**src/design/pfc_pkg.sv**
```systemverilog
// Shared types, constants and helpers for the Playfair digraph cipher core.
`timescale 1ns / 1ps
`default_nettype none
package pfc_pkg;

   localparam int SQ_DIM    = 5;
   localparam int CODE_W    = 5;
   localparam int IDX_W     = 3;
   localparam int ROW_W     = SQ_DIM * CODE_W;
   localparam int CELLS     = SQ_DIM * SQ_DIM;
   localparam int CSR_IDX_W = 3;

   typedef logic [CODE_W-1:0] letter_type;
   typedef logic [IDX_W-1:0] idx_type;
   typedef logic [CELLS-1:0] match_type;
   typedef logic [SQ_DIM-1:0][SQ_DIM-1:0][CODE_W-1:0] square_type;
   typedef logic [SQ_DIM-1:0][ROW_W-1:0] rows_type;

   typedef enum logic {
      MODE_ENCRYPT = 1'b0,
      MODE_DECRYPT = 1'b1
   } mode_type;

   typedef struct packed {
      logic    found;
      idx_type row;
      idx_type col;
   } pos_type;

   localparam letter_type CODE_J = letter_type'(9);
   localparam letter_type CODE_I = letter_type'(8);
   localparam idx_type    IDX_LAST = idx_type'(SQ_DIM - 1);
   localparam idx_type    IDX_ZERO = idx_type'(0);

   localparam rows_type SQUARE_RESET = {
      25'd27025109, 25'd21613104, 25'd16201099, 25'd10755269, 25'd4294688
   };

   // one step around the square, forward or backward
   function automatic idx_type wrap_step(input idx_type idx, input mode_type mode);
      idx_type res;
      if (mode == MODE_DECRYPT) begin
         res = (idx == IDX_ZERO) ? IDX_LAST : idx_type'(idx - idx_type'(1));
      end else begin
         res = (idx == IDX_LAST) ? IDX_ZERO : idx_type'(idx + idx_type'(1));
      end
      return res;
   endfunction

endpackage
`default_nettype wire

```
**src/design/playfair_digraph_cipher_core.sv**
```systemverilog
// Top level: key square registers and four-stage Playfair digraph pipeline.
//
//   channel | direction | handshake          | payload
//   req     | in        | req_valid/req_stall | mode, first_letter, second_letter
//   rsp     | out       | rsp_valid/rsp_stall | first_result, second_result, not_found
//   csr     | in        | csr_valid/csr_ready | csr_index, csr_data
//
// A request passes the input register, entry compare, priority encode, and
// rule select and lookup into the output register. One request per cycle
// unless req_stall is high. A stage loads whenever it is empty or the stage
// after it moves, so bubbles are squeezed out under rsp_stall. Reset clears
// all valids and loads the default square; csr writes are always taken.
`timescale 1ns / 1ps
`default_nettype none
module playfair_digraph_cipher_core (
   input  wire                          clock,
   input  wire                          reset,
   input  wire                          req_valid,
   output logic                         req_stall,
   input  wire                          req_mode,
   input  wire pfc_pkg::letter_type     req_first_letter,
   input  wire pfc_pkg::letter_type     req_second_letter,
   output logic                         rsp_valid,
   input  wire                          rsp_stall,
   output pfc_pkg::letter_type          rsp_first_result,
   output pfc_pkg::letter_type          rsp_second_result,
   output logic                         rsp_not_found,
   input  wire                          csr_valid,
   output logic                         csr_ready,
   input  wire [pfc_pkg::CSR_IDX_W-1:0] csr_index,
   input  wire [pfc_pkg::ROW_W-1:0]     csr_data
);
   import pfc_pkg::*;

   rows_type   square_ff, square_in;
   square_type square;

   logic       s1_valid_ff, s1_valid_in;
   mode_type   s1_mode_ff;
   letter_type s1_a_ff, s1_b_ff;

   logic       s2_valid_ff, s2_valid_in;
   mode_type   s2_mode_ff;
   match_type  s2_a_ff, s2_b_ff;
   match_type  hits_a, hits_b;

   logic       s3_valid_ff, s3_valid_in;
   mode_type   s3_mode_ff;
   pos_type    s3_a_ff, s3_b_ff;
   pos_type    pos_a, pos_b;

   logic       s4_valid_ff, s4_valid_in;
   letter_type s4_a_ff, s4_b_ff;
   logic       s4_nf_ff;
   letter_type res_a, res_b;
   logic       nf;

   logic       adv1, adv2, adv3, adv4;

   assign square    = square_type'(square_ff);
   assign csr_ready = 1'b1;

   always_comb begin
      square_in = square_ff;
      if (csr_valid && csr_ready && (csr_index < CSR_IDX_W'(SQ_DIM))) begin
         square_in[csr_index] = csr_data;
      end
   end

   assign adv4 = !s4_valid_ff || !rsp_stall;
   assign adv3 = !s3_valid_ff || adv4;
   assign adv2 = !s2_valid_ff || adv3;
   assign adv1 = !s1_valid_ff || adv2;

   assign req_stall   = !adv1;
   assign s1_valid_in = adv1 ? req_valid   : s1_valid_ff;
   assign s2_valid_in = adv2 ? s1_valid_ff : s2_valid_ff;
   assign s3_valid_in = adv3 ? s2_valid_ff : s3_valid_ff;
   assign s4_valid_in = adv4 ? s3_valid_ff : s4_valid_ff;

   pfc_match u_match_a (.letter(s1_a_ff), .square(square), .hits(hits_a));
   pfc_match u_match_b (.letter(s1_b_ff), .square(square), .hits(hits_b));

   pfc_encode u_encode_a (.hits(s2_a_ff), .pos(pos_a));
   pfc_encode u_encode_b (.hits(s2_b_ff), .pos(pos_b));

   pfc_xform u_xform (
      .mode      (s3_mode_ff),
      .pos_a     (s3_a_ff),
      .pos_b     (s3_b_ff),
      .square    (square),
      .res_a     (res_a),
      .res_b     (res_b),
      .not_found (nf)
   );

   always_ff @(posedge clock) begin
      if (reset) begin
         square_ff   <= SQUARE_RESET;
         s1_valid_ff <= 1'b0;
         s2_valid_ff <= 1'b0;
         s3_valid_ff <= 1'b0;
         s4_valid_ff <= 1'b0;
      end else begin
         square_ff   <= square_in;
         s1_valid_ff <= s1_valid_in;
         s2_valid_ff <= s2_valid_in;
         s3_valid_ff <= s3_valid_in;
         s4_valid_ff <= s4_valid_in;
      end
   end

   always_ff @(posedge clock) begin
      if (adv1) begin
         s1_mode_ff <= mode_type'(req_mode);
         s1_a_ff    <= req_first_letter;
         s1_b_ff    <= req_second_letter;
      end
      if (adv2) begin
         s2_mode_ff <= s1_mode_ff;
         s2_a_ff    <= hits_a;
         s2_b_ff    <= hits_b;
      end
      if (adv3) begin
         s3_mode_ff <= s2_mode_ff;
         s3_a_ff    <= pos_a;
         s3_b_ff    <= pos_b;
      end
      if (adv4) begin
         s4_a_ff  <= res_a;
         s4_b_ff  <= res_b;
         s4_nf_ff <= nf;
      end
   end

   assign rsp_valid         = s4_valid_ff;
   assign rsp_first_result  = s4_a_ff;
   assign rsp_second_result = s4_b_ff;
   assign rsp_not_found     = s4_nf_ff;

   a_not_found_zero: assert property (@(posedge clock) disable iff (reset)
      rsp_valid && rsp_not_found |-> rsp_first_result == '0 && rsp_second_result == '0)
      else $error("not_found response carries nonzero letters");

   a_req_enters: assert property (@(posedge clock) disable iff (reset)
      req_valid && !req_stall |=> s1_valid_ff)
      else $error("accepted request did not reach stage one");

   a_s3_to_out: assert property (@(posedge clock) disable iff (reset)
      s3_valid_ff && adv4 |=> rsp_valid)
      else $error("stage three item lost on the way to the output");

   a_stall_means_full: assert property (@(posedge clock) disable iff (reset)
      req_stall |-> s1_valid_ff && s2_valid_ff && s3_valid_ff && s4_valid_ff)
      else $error("request stalled with a bubble in the pipeline");

endmodule
`default_nettype wire

```
**src/design/pfc_match.sv**
```systemverilog
// Letter compare against all square entries, J folded onto I.
`timescale 1ns / 1ps
`default_nettype none
module pfc_match (
   input  wire pfc_pkg::letter_type letter,
   input  wire pfc_pkg::square_type square,
   output pfc_pkg::match_type       hits
);
   import pfc_pkg::*;

   letter_type key;

   assign key = (letter == CODE_J) ? CODE_I : letter;

   always_comb begin
      for (int r = 0; r < SQ_DIM; r++) begin
         for (int c = 0; c < SQ_DIM; c++) begin
            hits[r*SQ_DIM + c] = (square[r][c] == key);
         end
      end
   end

endmodule
`default_nettype wire

```
**src/design/pfc_encode.sv**
```systemverilog
// First-hit priority encoder from match vector to row and column.
`timescale 1ns / 1ps
`default_nettype none
module pfc_encode (
   input  wire pfc_pkg::match_type hits,
   output pfc_pkg::pos_type        pos
);
   import pfc_pkg::*;

   always_comb begin
      pos = '0;
      for (int r = SQ_DIM - 1; r >= 0; r--) begin
         for (int c = SQ_DIM - 1; c >= 0; c--) begin
            if (hits[r*SQ_DIM + c]) begin
               pos.found = 1'b1;
               pos.row   = idx_type'(r);
               pos.col   = idx_type'(c);
            end
         end
      end
   end

endmodule
`default_nettype wire

```
**src/design/pfc_xform.sv**
```systemverilog
// Digraph rule: same row, same column or rectangle swap, then square lookup.
`timescale 1ns / 1ps
`default_nettype none
module pfc_xform (
   input  wire pfc_pkg::mode_type   mode,
   input  wire pfc_pkg::pos_type    pos_a,
   input  wire pfc_pkg::pos_type    pos_b,
   input  wire pfc_pkg::square_type square,
   output pfc_pkg::letter_type      res_a,
   output pfc_pkg::letter_type      res_b,
   output logic                     not_found
);
   import pfc_pkg::*;

   idx_type ra, ca, rb, cb;

   always_comb begin
      if (pos_a.row == pos_b.row) begin
         ra = pos_a.row;
         rb = pos_b.row;
         ca = wrap_step(pos_a.col, mode);
         cb = wrap_step(pos_b.col, mode);
      end else if (pos_a.col == pos_b.col) begin
         ra = wrap_step(pos_a.row, mode);
         rb = wrap_step(pos_b.row, mode);
         ca = pos_a.col;
         cb = pos_b.col;
      end else begin
         ra = pos_a.row;
         rb = pos_b.row;
         ca = pos_b.col;
         cb = pos_a.col;
      end
      not_found = !(pos_a.found && pos_b.found);
      if (not_found) begin
         res_a = '0;
         res_b = '0;
      end else begin
         res_a = square[ra][ca];
         res_b = square[rb][cb];
      end
   end

endmodule
`default_nettype wire
```
**config.mk**
```make
export PLATFORM = sky130hd
export DESIGN_NAME = playfair_digraph_cipher_core
export DESIGN_NICKNAME = d
export VERILOG_FILES = /design/src/design/pfc_pkg.sv /design/src/design/playfair_digraph_cipher_core.sv /design/src/design/pfc_match.sv /design/src/design/pfc_encode.sv /design/src/design/pfc_xform.sv
export SDC_FILE = /design/constraint.sdc
export NUM_CORES = 1
export LEC_CHECK = 0
export ABC_AREA = 0
export BUFFER_PORTS_ARGS = -buffer_cell sky130_fd_sc_hd__buf_4
export CORE_MARGIN = 3
export CORE_UTILIZATION = 50
export DETAILED_ROUTE_END_ITERATION = 16
export PLACE_DENSITY = 0.79
export SLEW_MARGIN = 10
export SYNTH_ARGS = -nofsm -noshare
export SYNTH_HDL_FRONTEND = slang
export SYNTH_HIERARCHICAL = 1
export SYNTH_SLANG_ARGS = --single-unit
```
**constraint.sdc**
```tcl
create_clock -name clock -period 8.73 [get_ports clock]
set_input_delay 1.3095 -clock clock [delete_from_list [all_inputs] [get_ports clock]]
set_output_delay 1.3095 -clock clock [all_outputs]
set_load 0.01 [all_outputs]
```
==> parameters.txt <==
Parameter                              Value

Place
  Number of port buffers    56
  Detailed-placement wirelength estimate    36500 microns
  Routability Congestion    1.07
  Post-placement setup slack    4.92 ns

Logic synthesis
  Distinct cell type count of the synthesized netlist    87
  Most used flip-flop cell after synthesis    sky130_fd_sc_hd__dfxtp_1
  Synth top area share    0.175
  Netlist area before placement    15100 sq um
  Share of flip-flops with an asynchronous set or reset after synthesis    0
  Count of flip-flops with a built-in enable after synthesis    88
  Synth Register Bits    217
  Synth Warn #    6
  Post-synthesis sequential area ratio    0.346
  Synthesized area per cell    9.30 sq um
  Most frequent cell after synthesis    sky130_fd_sc_hd__xnor2_1
  Largest cells by area after synthesis    sky130_fd_sc_hd__edfxtp_1, sky130_fd_sc_hd__dfxtp_1, sky130_fd_sc_hd__xnor2_1
  Synth area leader    sky130_fd_sc_hd__edfxtp_1
  Synthesized netlist net count    1678
  Commonest cells post-synth    sky130_fd_sc_hd__xnor2_1, sky130_fd_sc_hd__mux2i_1, sky130_fd_sc_hd__dfxtp_1
  Cells after synthesis    1622

Global routing
  Maximum number of pins on one net before global-route repair    112
  Total congestion overflow after global routing    0
  Wire length of the first global-routing pass    74200 microns
  Global Route Usage Sum    0.294
  Number of antenna violations at the first check in global routing    0
  Number of global-route vias before repair    11.8k

Hold path
  Classification of the worst-slack hold path    reg -> reg
  Worst Hold Launch    s2_valid_ff

Clock network
  Hold-fix buffer count after cts    0
  Clock tree from TritonCTS    done
  Clock sink total    217
  Clock Root Buffer    sky130_fd_sc_hd__clkbuf_16
  Maximum count of clock buffers along a single path    3
  Clock buffer count from CTS    25
  Count of cells resized by post-cts repair    0
  Clock insertion delay at the later pin of the skew report    0.55 ns
  Setup Buffers After CTS    0
  H-tree levels    1
  Clock transition time at the flip-flop clock pins of the worst setup and hold paths    0.06 ns

Route
  Remaining routing DRC violations    0
  Number of DRC markers after the initial detailed-route iteration    2166
  DRT antenna net count    0
  DRT Pass-1 Iters    7
  Routed wire length    49900 microns
  Ratio of routed vias to standard cells    6.52
  Via count    13.1k
  Wire length per cell    24.8 microns

Job
  Max-capacitance violation count    0

Timing
  Post-route clock period utilization    0.460
  Least setup slack across all paths after layout    4.72 ns
  Unrepaired setup endpoints after global routing    false
  Worst-case clock skew    0.00956 ns
  Post-layout min period    4.01 ns
  Final sum of negative setup slack    0 ns
  Final setup viols    0
  Final number of max-transition violations    0
  Max Fclk    249 MHz
  Count of final hold-check violations    0
  Worst Max-Slew Pin Slew    1.12 ns
  Max-slew headroom at the worst pin    0.245

Layout
  Number of nets in the finished design    1666
  Number of inserted filler cells in the final layout    2518
  Diodes inserted    0
  Area Growth Syn to Fin    8.88%
  Layout cells sized above 1    0.147

Setup path
  Category of the worst setup path capture point    register
  Kind of start point of the critical path    register
  Data required time of the critical path    9.08 ns
  Start-to-end type of the worst setup path    reg -> reg
  Setup slack on the worst flop-to-flop path    4.72 ns
  First element of the critical path    s3_b_ff[5]
  Maximum fanout count along the critical path    32
  Startpoint of the most critical register-to-register path    s3_b_ff[5]
  Critical path arrival    4.37 ns

Die
  Core area    29200 sq um
  I/O pin count    58
  Area enclosed by the die boundary    32300 sq um
  Effective utilization at floorplan    0.516
  Row count    62
  Width of the chip    180 microns
  Chip Height    180 microns

Power and ir drop
  Highest ir drop seen on vdd    0.147 mV
  Power density over the cells    220 nW/um^2
  Leakage power of the design    6.31 nW

Run status
  Result of the run    completed
layout make-up:
cell class,count,area (sq um),share of cell area
multi-input combinational,1260,9160,0.557
sequential,217,5230,0.318
clock buffer,29,671,0.0408
timing repair buffer,86,646,0.0393
tap,384,480,0.0292
clock inverter,17,175,0.0107
inverter,20,75.1,0.00457
sequential cells by signal (all words and copies together) (netlist names), 5 cells and up:
register,flops
s3_a_ff,7
s3_b_ff,7
rsp_second_result,5
square,125
rsp_first_result,5
s1_a_ff,5
s1_b_ff,5
s2_b_ff,25
s2_a_ff,25
logic make-up (layout without fill, tap and decap cells):
kind of cell               Yosys count  count (layout)  synth area share
and+or+nand+nor                    554             554             0.193
xor gates and xnor gates           210             210             0.122
buffers and inverters              145             152            0.0492
muxes                              184             184             0.134
AOI/OAI and AO/OA                  299             299             0.146
other                                1               1          0.000248
adders and majority gates           12              12           0.00995
DFF                                217             217             0.346
metal layers:
| metal | track usage | vias to the layer above | part of all wire |
|---|---|---|---|
| met5 | 0 | - | 0 |
| met4 | 0.142 | 0 | 0.060 |
| met3 | 0.0489 | 145 | 0.10 |
| met2 | 0.432 | 881 | 0.42 |
| met1 | 0.420 | 6283 | 0.42 |
| li1 | - | 5806 | - |
cells in the final DEF (no fill, tap or decap), drive strengths merged, types with 19 or more instances in the layout:
| cell type | Yosys | routed |
|---|---|---|
| a21o | 57 | 57 |
| nor3 | 28 | 28 |
| nand2b | 99 | 99 |
| inv | 20 | 25 |
| edfxtp | 88 | 88 |
| clkbuf | 42 | 29 |
| nand4 | 52 | 52 |
| buf | 83 | 86 |
| a21oi | 93 | 93 |
| xnor2 | 206 | 206 |
| o21ai | 38 | 38 |
| a31oi | 19 | 19 |
| nor2 | 122 | 122 |
| nand2 | 96 | 96 |
| dfxtp | 129 | 129 |
| nor4 | 19 | 19 |
| nand3 | 90 | 90 |
| mux2i | 156 | 156 |
power breakdown:
part	switching, mW	internal [mW]	total [mW]
sequential	0.0829	1.12	1.20
clock	0.458	0.620	1.08
combinational	0.815	0.509	1.32
total	1.36	2.25	3.61
critical path: stages, from the launching register on:
cell	delay, ns
sky130_fd_sc_hd__edfxtp_1	0.51
sky130_fd_sc_hd__xnor2_1	0.19
sky130_fd_sc_hd__and3_1	0.44
sky130_fd_sc_hd__o21ai_0	0.47
sky130_fd_sc_hd__nand2_2	0.59
sky130_fd_sc_hd__nor3_2	0.86
sky130_fd_sc_hd__a221o_1	0.28
sky130_fd_sc_hd__a21oi_1	0.08
sky130_fd_sc_hd__o41ai_2	0.37
per-stage QoR:
step           utilization  power [mW]  instance area, sq um  cells  hold slack [ns]
3_3_place_gp         0.533        2.47                 15600   1967            0.437
3_5_place_dp         0.533        2.49                 15600   1967            0.444
2_1_floorplan            -        2.15                 15100   1622            0.400
5_1_grt              0.562        3.74                 16400   2013            0.487
4_1_cts              0.562        3.57                 16400   2013            0.452
6_report             0.562        3.61                 16400   2013            0.445
path summary, 6_finish.rpt:
kind,end,depth (start not counted)
worst min-delay path,s3_valid_ff,2
worst min register to register,s3_valid_ff,2
worst max register to register,rsp_first_result[1],8
worst max-delay path,rsp_first_result[1],8
Note: power is estimated with default switching activity, not from simulation.
